`src/rtl/sdd_pkg.sv`:
```
// Shared types, constants and command/status structures for the sidechain ducking detector.
`timescale 1ns / 1ps
`default_nettype none

package sdd_pkg;

    // Field and datapath widths.
    localparam int unsigned SMP_W     = 24;  // Q1.23 samples, gains, levels
    localparam int unsigned COEF_W    = 24;  // Q0.24 coefficients
    localparam int unsigned HP_W      = 25;  // saturated high-pass output
    localparam int unsigned ENV_W     = 25;  // envelope and detector level
    localparam int unsigned KEND_W    = 26;  // upper knee edge, knee width
    localparam int unsigned OP_W      = 27;  // signed multiplier operands
    localparam int unsigned PROD_W    = 54;  // signed product
    localparam int unsigned RND_W     = 30;  // rounded product
    localparam int unsigned Q_BITS    = 24;  // quotient bits of the knee division
    localparam int unsigned CNT_W     = 5;   // divider step counter
    localparam int unsigned CFG_IDX_W = 3;   // configuration register index

    // Arithmetic constants.
    localparam logic signed [OP_W-1:0]   K_UNITY     = 27'sd8388608;   // 1.0 in Q1.23
    localparam logic signed [OP_W-1:0]   K_THREE_ONE = 27'sd50331648;  // 3.0 in Q2.24
    localparam logic signed [OP_W-1:0]   K_RELAX     = 27'sd335544;    // 0.02 in Q0.24
    localparam logic signed [OP_W-1:0]   K_KNEE_UP   = 27'sd33474947;  // +6 dB in Q2.24
    localparam logic signed [OP_W-1:0]   K_KNEE_DOWN = 27'sd8408526;   // -6 dB in Q0.24
    localparam logic signed [PROD_W-1:0] K_HALF_LSB  = 54'sd8388608;   // rounding offset
    localparam logic signed [RND_W-1:0]  K_HP_MAX    = 30'sd16777215;
    localparam logic signed [RND_W-1:0]  K_HP_MIN    = -30'sd16777216;
    localparam logic signed [RND_W-1:0]  K_ACT_ONE   = 30'sd16777216;  // 1.0 in Q0.24
    localparam logic signed [RND_W-1:0]  K_GAIN_MAX  = 30'sd16777215;
    localparam logic [KEND_W-1:0]        K_MIN_WIDTH = 26'd8;          // 1e-6 in Q1.23
    localparam logic [SMP_W-1:0]         K_GAIN_RST  = 24'd8388608;

    // Configuration register indexes.
    typedef enum logic [CFG_IDX_W-1:0] {
        CFG_DUCK_ENABLE = 3'd0,
        CFG_HPF_COEF    = 3'd1,
        CFG_ATTACK_COEF = 3'd2,
        CFG_RELEASE_COEF= 3'd3,
        CFG_THRESHOLD   = 3'd4,
        CFG_MIN_GAIN    = 3'd5
    } t_cfg_idx;

    // Configuration register contents.
    typedef struct packed {
        logic              duck_enable;
        logic [COEF_W-1:0] hpf_coef;
        logic [COEF_W-1:0] attack_coef;
        logic [COEF_W-1:0] release_coef;
        logic [SMP_W-1:0]  threshold;
        logic [SMP_W-1:0]  min_gain;
    } t_cfg;

    // Operand pair fed to the shared multiplier.
    typedef enum logic [3:0] {
        MUL_HP    = 4'd0,
        MUL_KS    = 4'd1,
        MUL_ENV   = 4'd2,
        MUL_KE    = 4'd3,
        MUL_N2    = 4'd4,
        MUL_ACT   = 4'd5,
        MUL_TGT   = 4'd6,
        MUL_GAIN  = 4'd7,
        MUL_RELAX = 4'd8
    } t_mul_op;

    // Destination of the rounded product.
    typedef enum logic [3:0] {
        WB_NONE     = 4'd0,
        WB_HP       = 4'd1,
        WB_KS       = 4'd2,
        WB_ENV      = 4'd3,
        WB_KE       = 4'd4,
        WB_N2       = 4'd5,
        WB_ACT      = 4'd6,
        WB_ACT_ONE  = 4'd7,
        WB_ACT_ZERO = 4'd8,
        WB_TGT      = 4'd9,
        WB_GAIN     = 4'd10,
        WB_RELAX    = 4'd11
    } t_wb;

    // Commands from the controller.
    typedef struct packed {
        logic    load_in;
        logic    mul_en;
        t_mul_op mul_op;
        t_wb     wb;
        logic    div_start;
        logic    out_load;
    } t_dp_cmd;

    // Status returned by the datapath.
    typedef struct packed {
        logic duck_enable;
        logic env_ge_end;
        logic env_gt_start;
        logic div_done;
    } t_dp_status;

endpackage

`default_nettype wire

```
`src/rtl/sdd_ctrl.sv`:
```
// Controller: sequences the multiplier, the divider and the result hand-off per item.
`timescale 1ns / 1ps
`default_nettype none

module sdd_ctrl (
    input  wire logic                i_clk,
    input  wire logic                i_rst_n,
    input  wire logic                i_in_valid,
    output logic                     o_in_ready,
    input  wire sdd_pkg::t_dp_status i_status,
    input  wire logic                i_out_free,
    output sdd_pkg::t_dp_cmd         o_cmd
);
    import sdd_pkg::*;

    localparam int unsigned ST_W = 5;
    localparam logic [ST_W-1:0] S_IDLE  = 5'd0;
    localparam logic [ST_W-1:0] S_HP    = 5'd1;
    localparam logic [ST_W-1:0] S_HPW   = 5'd2;
    localparam logic [ST_W-1:0] S_ENV   = 5'd3;
    localparam logic [ST_W-1:0] S_ENVW  = 5'd4;
    localparam logic [ST_W-1:0] S_KEW   = 5'd5;
    localparam logic [ST_W-1:0] S_CMP   = 5'd6;
    localparam logic [ST_W-1:0] S_DIV   = 5'd7;
    localparam logic [ST_W-1:0] S_N2    = 5'd8;
    localparam logic [ST_W-1:0] S_N2W   = 5'd9;
    localparam logic [ST_W-1:0] S_ACTW  = 5'd10;
    localparam logic [ST_W-1:0] S_TGT   = 5'd11;
    localparam logic [ST_W-1:0] S_TGTW  = 5'd12;
    localparam logic [ST_W-1:0] S_GAIN  = 5'd13;
    localparam logic [ST_W-1:0] S_GAINW = 5'd14;
    localparam logic [ST_W-1:0] S_RELAX = 5'd15;
    localparam logic [ST_W-1:0] S_RELW  = 5'd16;
    localparam logic [ST_W-1:0] S_OUT   = 5'd17;
    localparam logic [ST_W-1:0] S_ACT   = 5'd18;

    logic [ST_W-1:0] r_state;
    logic [ST_W-1:0] n_state;

    // Next state and commands.
    always_comb begin
        n_state          = r_state;
        o_in_ready       = 1'b0;
        o_cmd.load_in    = 1'b0;
        o_cmd.mul_en     = 1'b0;
        o_cmd.mul_op     = MUL_HP;
        o_cmd.wb         = WB_NONE;
        o_cmd.div_start  = 1'b0;
        o_cmd.out_load   = 1'b0;
        unique case (r_state)
            S_IDLE: begin
                o_in_ready = 1'b1;
                if (i_in_valid) begin
                    o_cmd.load_in = 1'b1;
                    n_state = i_status.duck_enable ? S_HP : S_RELAX;
                end
            end
            S_HP: begin
                o_cmd.mul_en = 1'b1;
                o_cmd.mul_op = MUL_HP;
                n_state      = S_HPW;
            end
            S_HPW: begin
                o_cmd.wb     = WB_HP;
                o_cmd.mul_en = 1'b1;
                o_cmd.mul_op = MUL_KS;
                n_state      = S_ENV;
            end
            S_ENV: begin
                o_cmd.wb     = WB_KS;
                o_cmd.mul_en = 1'b1;
                o_cmd.mul_op = MUL_ENV;
                n_state      = S_ENVW;
            end
            S_ENVW: begin
                o_cmd.wb     = WB_ENV;
                o_cmd.mul_en = 1'b1;
                o_cmd.mul_op = MUL_KE;
                n_state      = S_KEW;
            end
            S_KEW: begin
                o_cmd.wb = WB_KE;
                n_state  = S_CMP;
            end
            // Above the knee, inside it, or below it.
            S_CMP: begin
                priority if (i_status.env_ge_end) begin
                    o_cmd.wb = WB_ACT_ONE;
                    n_state  = S_TGT;
                end else if (i_status.env_gt_start) begin
                    o_cmd.div_start = 1'b1;
                    n_state         = S_DIV;
                end else begin
                    o_cmd.wb = WB_ACT_ZERO;
                    n_state  = S_TGT;
                end
            end
            S_DIV: begin
                if (i_status.div_done) begin
                    n_state = S_N2;
                end
            end
            S_N2: begin
                o_cmd.mul_en = 1'b1;
                o_cmd.mul_op = MUL_N2;
                n_state      = S_N2W;
            end
            // The squared position must be stored before the activity product reads it.
            S_N2W: begin
                o_cmd.wb = WB_N2;
                n_state  = S_ACT;
            end
            S_ACT: begin
                o_cmd.mul_en = 1'b1;
                o_cmd.mul_op = MUL_ACT;
                n_state      = S_ACTW;
            end
            S_ACTW: begin
                o_cmd.wb = WB_ACT;
                n_state  = S_TGT;
            end
            S_TGT: begin
                o_cmd.mul_en = 1'b1;
                o_cmd.mul_op = MUL_TGT;
                n_state      = S_TGTW;
            end
            S_TGTW: begin
                o_cmd.wb = WB_TGT;
                n_state  = S_GAIN;
            end
            S_GAIN: begin
                o_cmd.mul_en = 1'b1;
                o_cmd.mul_op = MUL_GAIN;
                n_state      = S_GAINW;
            end
            S_GAINW: begin
                o_cmd.wb = WB_GAIN;
                n_state  = S_OUT;
            end
            S_RELAX: begin
                o_cmd.mul_en = 1'b1;
                o_cmd.mul_op = MUL_RELAX;
                n_state      = S_RELW;
            end
            S_RELW: begin
                o_cmd.wb = WB_RELAX;
                n_state  = S_OUT;
            end
            // Hand the gain to the output register once it has room.
            S_OUT: begin
                if (i_out_free) begin
                    o_cmd.out_load = 1'b1;
                    n_state        = S_IDLE;
                end
            end
            default: begin
                n_state = S_IDLE;
            end
        endcase
    end

    // State register.
    always_ff @(posedge i_clk) begin
        if (!i_rst_n) begin
            r_state <= S_IDLE;
        end else begin
            r_state <= n_state;
        end
    end

    // A result is handed over only into a free output register.
    a_load_free: assert property (@(posedge i_clk) disable iff (!i_rst_n)
        o_cmd.out_load |-> i_out_free)
        else $error("result loaded into a full output register");

    // The divider reports completion only while the controller waits for it.
    a_div_wait: assert property (@(posedge i_clk) disable iff (!i_rst_n)
        i_status.div_done |-> (r_state == S_DIV))
        else $error("divider finished outside its wait state");

    // An accepted word starts either the detector path or the relax path.
    a_accept_path: assert property (@(posedge i_clk) disable iff (!i_rst_n)
        (i_in_valid && o_in_ready) |=> (r_state == S_HP || r_state == S_RELAX))
        else $error("accepted word did not start a computation");

endmodule

`default_nettype wire
```
`config.mk`:
```
export PLATFORM = sky130hd
export DESIGN_NAME = sdd_ctrl
export DESIGN_NICKNAME = d
export VERILOG_FILES = /design/src/rtl/sdd_pkg.sv /design/src/rtl/sdd_ctrl.sv
export SDC_FILE = /design/constraint.sdc
export NUM_CORES = 1
export LEC_CHECK = 0
export BUFFER_PORTS_ARGS = -buffer_cell sky130_fd_sc_hd__buf_2
export CAP_MARGIN = 20
export CORE_MARGIN = 2
export CORE_UTILIZATION = 42
export DETAILED_ROUTE_END_ITERATION = 16
export PLACE_DENSITY = 0.72
export SLEW_MARGIN = 10
export SYNTH_ARGS = -nofsm -noshare
export SYNTH_HDL_FRONTEND = slang
export SYNTH_SLANG_ARGS = --single-unit
```
`constraint.sdc`:
```
create_clock -name i_clk -period 1.45 [get_ports i_clk]
set_input_delay 0.0725 -clock i_clk [delete_from_list [all_inputs] [get_ports i_clk]]
set_output_delay 0.0725 -clock i_clk [all_outputs]
set_load 0.02 [all_outputs]
```
==> results.md, run 1 <==
- # hold bufs at CTS: 0
- Final worst slack: -77.6 ps
- Met1 Resource Use GR: a little under a third
- Top cells by area, synth: dfxtp_1, nor2_1, a21oi_1
- Flops & latches, synth: 5
- Synth unique cells: 49
- Hold Vio Cnt, Final: 0
- Avg Cell Area, Syn: 7.27 sq um
- Worst path top cell family by delay: flip-flops
- Failing checks: negative setup slack
- Crit path capture type: output port
- Top-area cell type share of the netlist area: 12.9%
- Worst R2R Start: r_state[3]
- Largest registers: r_state x5
- Adder-cell area share of the yosys netlist: 0%
- Hold depth: 2
- Worst Path Max Fanout: 6
- CP arrival: 1460 ps
- FILL cells: approximately 120
- Worst IR drop on VDD: ~1600 uV
- Critical path type: reg2out
- Layer carrying the most global-route usage: met2
- CTS Sinks: 5
- Switching power: 0.00167 W
- Die ar.: around 0.0022 sq mm
- Unrepaired setup endpoints after global routing: yes
- Row count: 15
- Internal: 0.00202 W
- Vias: 1084
- Minimum clock period: 1530 ps
- Vias in the first global route: 886
- Core Area: 0.00173 sq mm
- Worst Skew: 5.09 ps
- I/O Buffers: 20
- Top reg by flops: r_state
- H-tree lvl count: 1
- Clk slew on worst S/H paths: roughly 40 ps
- Post-synth EDFFs: 0
- Worst r2r path cells: 4
- Post-synthesis simple-gate area fraction: between 30% and 40%
- Synthesized Nets: 115
- # setup viols final: 10
- Commonest cells in the synthesized netlist: nor2_1, a21oi_1, nand2_1, buf_2, o21ai_0
- Slowest CP cell: dfxtp_4
- CP required: 1380 ps
- Via density: 6.02
- Synth Flop Type: dfxtp_1
- Worst Max-Slew Pin Slew: 345 ps
- Crit path largest cell delay: 370 ps
- Flop pwr share: between 10% and 20%
- Drt total wl: 2950 um
- Cells after synthesis: 107
- Max-cap viol count: 0
- Combinational Power Share: a little under nine tenths
- Die X: around 47 um
- First-pass GRT wire length: 3860 um
- Area of the multi-input gates: 696 sq um
- Synth Area in Compound Gates: 36.2%
- Status: finished, violations left
- Met3 Usage GRT: about 1.9%
- CTS tree: built
- Reg2reg setup slack: -40 ps
- Yosys top cell by area: dfxtp_1
- Largest family of logic cells by synthesized area: simple AND/OR/NAND/NOR gates
- Drc violations: 0
- Reg area: 119 sq um
- Clock Tree Root: clkbuf_4
- GRT Util Overall: 24.5%
- Die Ht: 47.0 um
- Min-delay src: i_rst_n
- Clk buf depth: 2
- Clk pwr share: ~4.4%
- Hold-critical path endpoint: r_state[3]
- Switching Fraction: 45.2%
- Post-detail-place hpwl: 1610 um
- Nets: 164
- Met2 Usage GRT: 40.8%
- Ant. Diodes: 0
- CTS Buf Count: 3
- DRT antenna net count: 0
- Post-synthesis sequential area ratio: 12.9%
- Gpl congestion: approximately 0.84
- Cell Area, Synth: 778 sq um
- Leakage: 0.646 nW
- Max reg flops: 5
- Worst hold-check path type: in2reg
- Mux cell area share after synthesis: 0%
- DR iter-0 viols: 17
- Share of cells above drive strength 1: between 60% and 70%
- Yosys warns: 0
- WP buf/inv: 2
- Startpoint Class: register
- Antenna violations before repair: 0
- Ports: 21
- Setup TNS: -443 ps
- Worst path cell trace: buf_8 > nand2b_4 > xnor2_2 > a22oi_2 > o22ai_2 > buf_6
- Most numerous cell in the Yosys netlist: nor2_1
- Pwr per Cell Area: 2640 mW/mm^2
- FF-to-FF End: r_state[2]
- Total power: around 0.0037 W
- Async set or reset register ratio after synthesis: 0%
- Layout area overhead: 79.9%
- Final Max Tran Viols: 0
- Slew HR: around three quarters
- Worst-Skew Late Latency: approximately 240 ps
- FMAX: about 650 MHz
- Final clock period utilization by the worst path: 105%
- Xor-xnor portion of the synthesized cell area: 2.25%
- Post-DR wirelength/cell: 16.4 um
- Initial Utilization: 45.1%
- Gr ovfl total: 0
- Initial DRT Pass Iterations: 4
- Largest net degree at the start of global routing: 15
## final cells by class
class | count | share of cell area (%)
Multi-Input combinational cell | 88 | 49.7
Timing Repair Buffer | 54 | 36.4
Sequential cell | 5 | 8.49
Tap cell | 25 | 2.23
Inverter | 4 | 1.34
Clock buffer | 4 | 1.88
## metrics by stage
step           setup WS [ps]  instance area [sq um]  utilization, %  hold WS, ps  instances
2_1_floorplan           2.08                    785               -          206        107
3_3_place_gp            35.3                    958            55.5          348        155
3_5_place_dp            12.1                    958            55.5          351        155
4_1_cts                -97.2                   1180            68.2         84.5        168
5_1_grt                 -131                   1400            81.1         93.9        180
6_report               -77.6                   1400            81.1         92.5        180
## placed cells by master, fill, tap and decap left out, drive strengths merged, types with 2 or more instances in the layout
cell type / n
inv: 3
or3: 3
o211a: 2
o22ai: 2
nand2b: 6
and2: 2
clkbuf: 6
o21ai: 7
and3b: 2
a21oi: 10
a22oi: 2
nor3: 5
buf: 51
nor2b: 3
nor2: 11
nand2: 8
and3: 2
o31ai: 2
dfxtp: 5
nand3b: 2
## cell families (layout without fill, tap and decap cells)
group,after synthesis,count (layout)
flops,5,5
buf+inv,14,62
compound gates,37,37
xor+xnor,2,2
simple gates,49,49
## routing by layer
layer / vias up / wire, um / part of all wire, %
met2: 75 / 1470 / 50
met1: 495 / 1130 / 38
met3: 23 / 186 / 6.3
met4: 0 / 159 / 5.4
li1: 491 / - / -
met5: - / 0 / 0
## what timing repair did
action / in CTS / in global routing
cloned: 1 / 2
endpoints found under the setup margin: 13 / 16
pin swaps: 5 / 9
gates resized for setup: 33 / 27
setup buffers: 8 / 10
## power by group through the flow
| stage | Sequential, W | Combinational, W | Clock, W |
|---|---|---|---|
| global placement | 0.000311 | 0.00196 | 0 |
| detailed placement | 0.000316 | 0.00201 | 0 |
| finish | 0.000378 | 0.00315 | 0.000162 |
| floorplan | 0.000245 | 0.00154 | 0 |
| CTS | 0.000359 | 0.00244 | 0.000168 |
| global route | 0.000384 | 0.00334 | 0.000173 |
## how the worst max path moves through the flow
stage          startpoint          to  slack (ps)  cells after the start
2_1_floorplan  r_state[1]    o_cmd[3]           2                      5
3_3_place_gp   r_state[2]  r_state[2]          40                      5
3_5_place_dp   r_state[2]  r_state[2]          10                      5
4_1_cts        r_state[0]    o_cmd[7]        -100                      5
5_1_grt        r_state[1]   o_cmd[10]        -130                      6
6_report       r_state[1]   o_cmd[10]         -80                      6
Note: power is estimated with default switching activity, not from simulation.
==> run 2: changes to the inputs <==
==> constraint.sdc (replaced) <==
create_clock -name i_clk -period 1.45 [get_ports i_clk]
set_input_delay 0.435 -clock i_clk [delete_from_list [all_inputs] [get_ports i_clk]]
set_output_delay 0.435 -clock i_clk [all_outputs]
set_load 0.02 [all_outputs]
==> run 2 against run 1 <==
  * The flow still finishes with violations (negative setup slack)
  * First-iteration DRC count rose to 3.9 times the previous value
  * Core utilization up 8.8 points
  * Setup slack got worse by 510 ps
  * Worst hold slack better by 370 ps
  * Register-to-register slack worse by 200 ps
  * Clock skew about the same
  * Maximum frequency fell by 25%
  * Via count increased by 15%
  * Die area did not move
  * Critical endpoint is now o_cmd[2]
==> results.md, run 2 (synthesized netlist as in run 1, its figures left out) <==
- Worst Skew: 5.13 ps (+0.0405 ps)
- Worst Max-Slew Pin Slew: 493 ps (+148 ps)
- Commonest non-fill, non-tap cell in the layout: buf_4
- Startpoint Class: register
- Via density: 6.35 (+5.4%)
- CP Launch Point: r_state[1]
- Fin Hold WS: 459 ps (+367 ps)
- Drt total wl: 4120 um (+40%)
- Share of cells above drive strength 1: 72.7% (+9.4 points)
- CTS Buf Count: 3 (unchanged)
- Layer carrying the most global-route usage: met2
- Clk slew on worst S/H paths: 50 ps (about the same)
- Post-DR wirelength/cell: 20.9 um (+28%)
- Ports: 21 (unchanged)
- Largest registers: r_state x5
- Pwr per Cell Area: 2720 mW/mm^2 (+3.1%)
- Die X: 47.0 um (unchanged)
- CP required: 1020 ps (-360 ps)
- Vias in the first global route: 1056 (+19%)
- Met1 Resource Use GR: 40.6% (+9.1 points)
- Worst hold-check path type: in2reg
- Clock Tree Root: clkbuf_4
- Ant. Diodes: 0 (unchanged)
- Die Ht: 47.0 um (unchanged)
- Largest net degree at the start of global routing: 10 (-5)
- Worst path top cell family by delay: compound AO/OA/AOI/OAI gates
- Clk buf depth: 2 (unchanged)
- Met3 Usage GRT: 8.46% (+6.5 points)
- I/O Buffers: 20 (unchanged)
- Hold Vio Cnt, Final: 0 (unchanged)
- Final Non-Filler Cells: 197 (+9.4%)
- Place WS: -253 ps (-265 ps)
- Max reg flops: 5 (unchanged)
- Worst IR drop on VDD: 2220 uV (+39%)
- Top reg by flops: r_state
- Crit path largest cell delay: 370 ps (about the same)
- Post-detail-place hpwl: 1920 um (+20%)
- First-pass GRT wire length: 5070 um (+31%)
- Status: finished, violations left
- Gr ovfl total: 0 (unchanged)
- Slew HR: 66.9% (-10 points)
- Critical path type: reg2out
- Worst path cell trace: buf_6 > nand3b_1 > a21boi_2 > o32ai_2 > buf_4
- GRT Util Overall: 33.7% (+9.2 points)
- Final clock period utilization by the worst path: 141% (+35 points)
- Layout area overhead: 99.4%
- Met2 Usage GRT: 57.0% (+16 points)
- Most frequent cells in the layout: buf_4, buf_6, buf_2
- Min-delay src: i_rst_n
- Crit path capture type: output port
- Gpl congestion: 0.896 (+6.6%)
- FMAX: 491 MHz (-25%)
- Die ar.: 0.00221 sq mm (unchanged)
- Nets: 181 (+10%)
- Worst-Skew Late Latency: 250 ps (about the same)
- # setup viols final: 18 (+8)
- Vias: 1251 (+15%)
- Row count: 15 (unchanged)
- # hold bufs at CTS: 0 (unchanged)
- Leakage: 0.725 nW (+12%)
- Max-cap viol count: 0 (unchanged)
- DRT antenna net count: 0 (unchanged)
- Core Area: 0.00173 sq mm (unchanged)
- Slowest CP cell: dfxtp_4
- # placed instances: 183 (+18%)
- CTS tree: built
- Minimum clock period: 2040 ps (+510 ps)
- WP buf/inv: 2 (unchanged)
- Failing checks: negative setup slack
- Unrepaired setup endpoints after global routing: yes
- Drc violations: 0 (unchanged)
- Worst R2R Start: r_state[2]
- Initial DRT Pass Iterations: 4 (unchanged)
- Antenna violations before repair: 0 (unchanged)
- DR iter-0 viols: 67 (+50)
- Final Max Tran Viols: 0 (unchanged)
- Final worst slack: -588 ps (-510 ps)
- Worst Path Max Fanout: 7 (+1)
- H-tree lvl count: 1 (unchanged)
- Initial Utilization: 45.1% (unchanged)
- CP arrival: 1600 ps (+140 ps)
- CTS Sinks: 5 (unchanged)
==> run 2: changes by cell type in the layout (fill, tap and decap cells not counted), moves of 3 or more <==
cell     change
buf_4       +11
o21ai_2      +3
o21ai_1      -3
buf_6       +15
==> run 2: per-stage QoR <==
step	util (%)	total power, W	instance area, sq um	setup TNS [ps]
5_1_grt	89.9	0.00438	1550	-7020
3_3_place_gp	70.2	0.00284	1210	-1750
2_1_floorplan	-	0.00206	882	-744
3_5_place_dp	70.2	0.00290	1210	-2200
6_report	89.9	0.00421	1550	-6320
4_1_cts	80.3	0.00349	1390	-4890
==> run 2: final timing paths <==
| path | to | slack [ps] | depth (start not counted) |
|---|---|---|---|
| max | o_cmd[2] | -590 | 5 |
| min | r_state[0] | 460 | 2 |
| max reg2reg | r_state[3] | -240 | 6 |
| min reg2reg | r_state[1] | 680 | 2 |
==> run 2: timing repair <==
item / 4_1_cts / 5_1_grt
pin swaps: 7 / 15
setup endpoints to repair: 18 / 18
endpoints found under the hold margin: 0 / 0
resized for setup: 36 / 36
buffers inserted: 6 / 5
==> run 2: layer usage <==
layer / share of wire (%) / vias up
met4: 8.1 / 0
li1: - / 520
met1: 35 / 592
met3: 9.6 / 38
met5: 0 / -
met2: 47 / 101
==> run 2: layout make-up <==
type                    count  area (sq um)
well taps                  25          31.3
multi-input cells          88           762
repair buffers             71           598
clock buffers               4          26.3
inverters                   4          17.5
flip-flops and latches      5           116
fillers                    73           175
==> run 2: where the power goes <==
part | internal, W | leakage, nW | switching (W) | total (W)
sequential | 0.000232 | 0.0442 | 0.000166 | 0.000398
combinational | 0.00185 | 0.666 | 0.00180 | 0.00364
clock | 0.000105 | 0.0150 | 0.0000661 | 0.000171
total | 0.00218 | 0.725 | 0.00203 | 0.00421
==> run 3: changes to the inputs <==
==> constraint.sdc (replaced) <==
create_clock -name i_clk -period 1.45 [get_ports i_clk]
set_input_delay 0.435 -clock i_clk [delete_from_list [all_inputs] [get_ports i_clk]]
set_output_delay 0.435 -clock i_clk [all_outputs]
set_load 0.05 [all_outputs]
==> run 3 against run 2 <==
  * The flow still finishes with violations (negative setup slack)
  * Core utilization up 4.1 points
  * Critical endpoint is now o_cmd[3]
  * Critical path depth is the same
  * Clock-buffer cell count unchanged
  * Largest cell class unchanged
  * Via count shrank 7.3%
==> results.md, run 3 (synthesized netlist as in run 1, its figures left out) <==
- Max-cap viol count: 0 (unchanged)
- # setup viols final: 18 (unchanged)
- FMAX: 501 MHz (+2.0%)
- Hold-critical path endpoint: r_state[0]
- Worst Max-Slew Pin Slew: 350 ps (-144 ps)
- Row count: 15 (unchanged)
- CP required: 1020 ps (about the same)
- Top reg by flops: r_state
- Vias: 1160 (-7.3%)
- Gpl congestion: 0.906 (+1.1%)
- I/O Buffers: 20 (unchanged)
- Drt total wl: 4090 um (-0.73%)
- Via density: 6.11 (-3.9%)
- Core Area: 0.00173 sq mm (unchanged)
- WP buf/inv: 1 (-1)
- Die Ht: 47.0 um (unchanged)
- Drc violations: 0 (unchanged)
- Critical path type: reg2out
- Unrepaired setup endpoints after global routing: yes
- # placed instances: 178 (-2.7%)
- CTS tree: built
- Initial Utilization: 45.1% (unchanged)
- Largest registers: r_state x5
- Status: finished, violations left
- H-tree lvl count: 1 (unchanged)
- DRT antenna net count: 0 (unchanged)
- Crit path capture type: output port
- Min-delay src: i_rst_n
- Routed wl met2: 2080 um (+7.4%)
- Worst r2r path cells: 5 (-1)
- Post-detail-place hpwl: 1950 um (+1.3%)
- Worst-Skew Late Latency: 270 ps (+20 ps)
- Nets: 174 (-3.9%)
- Largest net degree at the start of global routing: 12 (+2)
- CTS Buf Count: 3 (unchanged)
- Slowest CP cell: dfxtp_4
- Minimum clock period: 2000 ps (-40.0 ps)
- Final Max Tran Viols: 0 (unchanged)
- Initial DRT Pass Iterations: 4 (unchanged)
- Worst hold-check path type: in2reg
- Commonest non-fill, non-tap cell in the layout: buf_4
- Hold depth: 2 (unchanged)
- Share of cells above drive strength 1: 71.5% (-1.2 points)
- Worst path cell trace: nand2b_2 > a21oi_2 > o31a_1 > o22ai_4 > buf_6
- Post-DR wirelength/cell: 21.5 um (+2.9%)
- Clk buf depth: 2 (unchanged)
- Gr ovfl total: 0 (unchanged)
- DR iter-0 viols: 51 (-24%)
- Slew HR: 76.5% (+9.7 points)
- Failing checks: negative setup slack
- Final Non-Filler Cells: 190 (-3.6%)
- Place WS: -396 ps (-143 ps)
- Met3 Wirelength: 231 um (-41%)
- Worst Path Max Fanout: 8 (+1)
- CTS Sinks: 5 (unchanged)
- Final clock period utilization by the worst path: 138% (-2.8 points)
- Max reg flops: 5 (unchanged)
- FF-to-FF End: r_state[3]
- Reg2reg setup slack: -160 ps (+80 ps)
- First-pass GRT wire length: 4890 um (-3.7%)
- Setup TNS: -6710 ps (-395 ps)
- Clock Tree Root: clkbuf_4
- Ant. Diodes: 0 (unchanged)
- Worst R2R Start: r_state[2]
- Metal-1 WL: 1580 um (+8.4%)
- Antenna violations before repair: 0 (unchanged)
- Worst path top cell family by delay: compound AO/OA/AOI/OAI gates
- Crit path largest cell delay: 430 ps (+60 ps)
- Vias in the first global route: 1053 (-0.28%)
- Layout area overhead: 109%
- Most frequent cells in the layout: buf_4, buf_6, nor2_1, buf_8, buf_2
- Die X: 47.0 um (unchanged)
- Ports: 21 (unchanged)
- Startpoint Class: register
- Final worst slack: -548 ps (+40.0 ps)
- GRT Util Overall: 32.2% (-1.5 points)
- Die ar.: 0.00221 sq mm (unchanged)
- Worst Skew: 6.25 ps (+1.12 ps)
- Clk slew on worst S/H paths: 60 ps (about the same)
- Highest routed layer: met4
- Hold Vio Cnt, Final: 0 (unchanged)
- CP arrival: 1560 ps (-40 ps)
-- run 3: cell types whose count changed in the layout (fill, tap and decap cells not counted), sizes merged --
cell	change
clkinvlp	+3
inv	-3
buf	-7
-- run 3: repair_timing --
action | CTS | global route
resized for setup | 60 | 16
pin swaps | 8 | 6
buffers inserted | 6 | 2
setup endpoints to repair | 18 | 18
hold buffers | 0 | 0
cloned | 0 | 0
-- run 3: per-stage QoR --
stage               area [sq um]  util [%]  hold WS [ps]
finish                      1620      94.0           445
global route                1620      94.0           448
CTS                         1530      88.6           451
detailed placement          1250      72.5           719
global placement            1250      72.5           706
floorplan                    951         -           568
-- run 3: area by class of cell --
| cell class | instances | area [sq um] |
|---|---|---|
| repair buffers | 64 | 608 |
| inverters | 4 | 26.3 |
| flip-flops and latches | 5 | 116 |
| well taps | 25 | 31.3 |
| clock buffers | 4 | 26.3 |
| multi-input cells | 88 | 815 |
| fillers | 62 | 104 |
-- run 3: worst max path at each step --
stage | end | slack, ps | cells after the start | from
2_1_floorplan | o_cmd[7] | -300 | 5 | r_state[3]
3_3_place_gp | o_cmd[3] | -350 | 5 | r_state[3]
3_5_place_dp | o_cmd[3] | -400 | 5 | r_state[3]
4_1_cts | o_cmd[7] | -480 | 5 | r_state[1]
5_1_grt | o_cmd[3] | -560 | 5 | r_state[3]
6_report | o_cmd[3] | -550 | 5 | r_state[3]
-- run 3: routing by layer --
| layer | vias up | GRT usage (%) |
|---|---|---|
| met3 | 25 | 3.08 |
| li1 | 508 | - |
| met2 | 69 | 58.4 |
| met4 | 0 | 19.4 |
| met1 | 558 | 36.0 |
| met5 | - | 0 |
Power of run 3 is left out: the tool's default activity adds up to more than one toggle a clock period on the data nets, which glitch-free logic cannot reach.
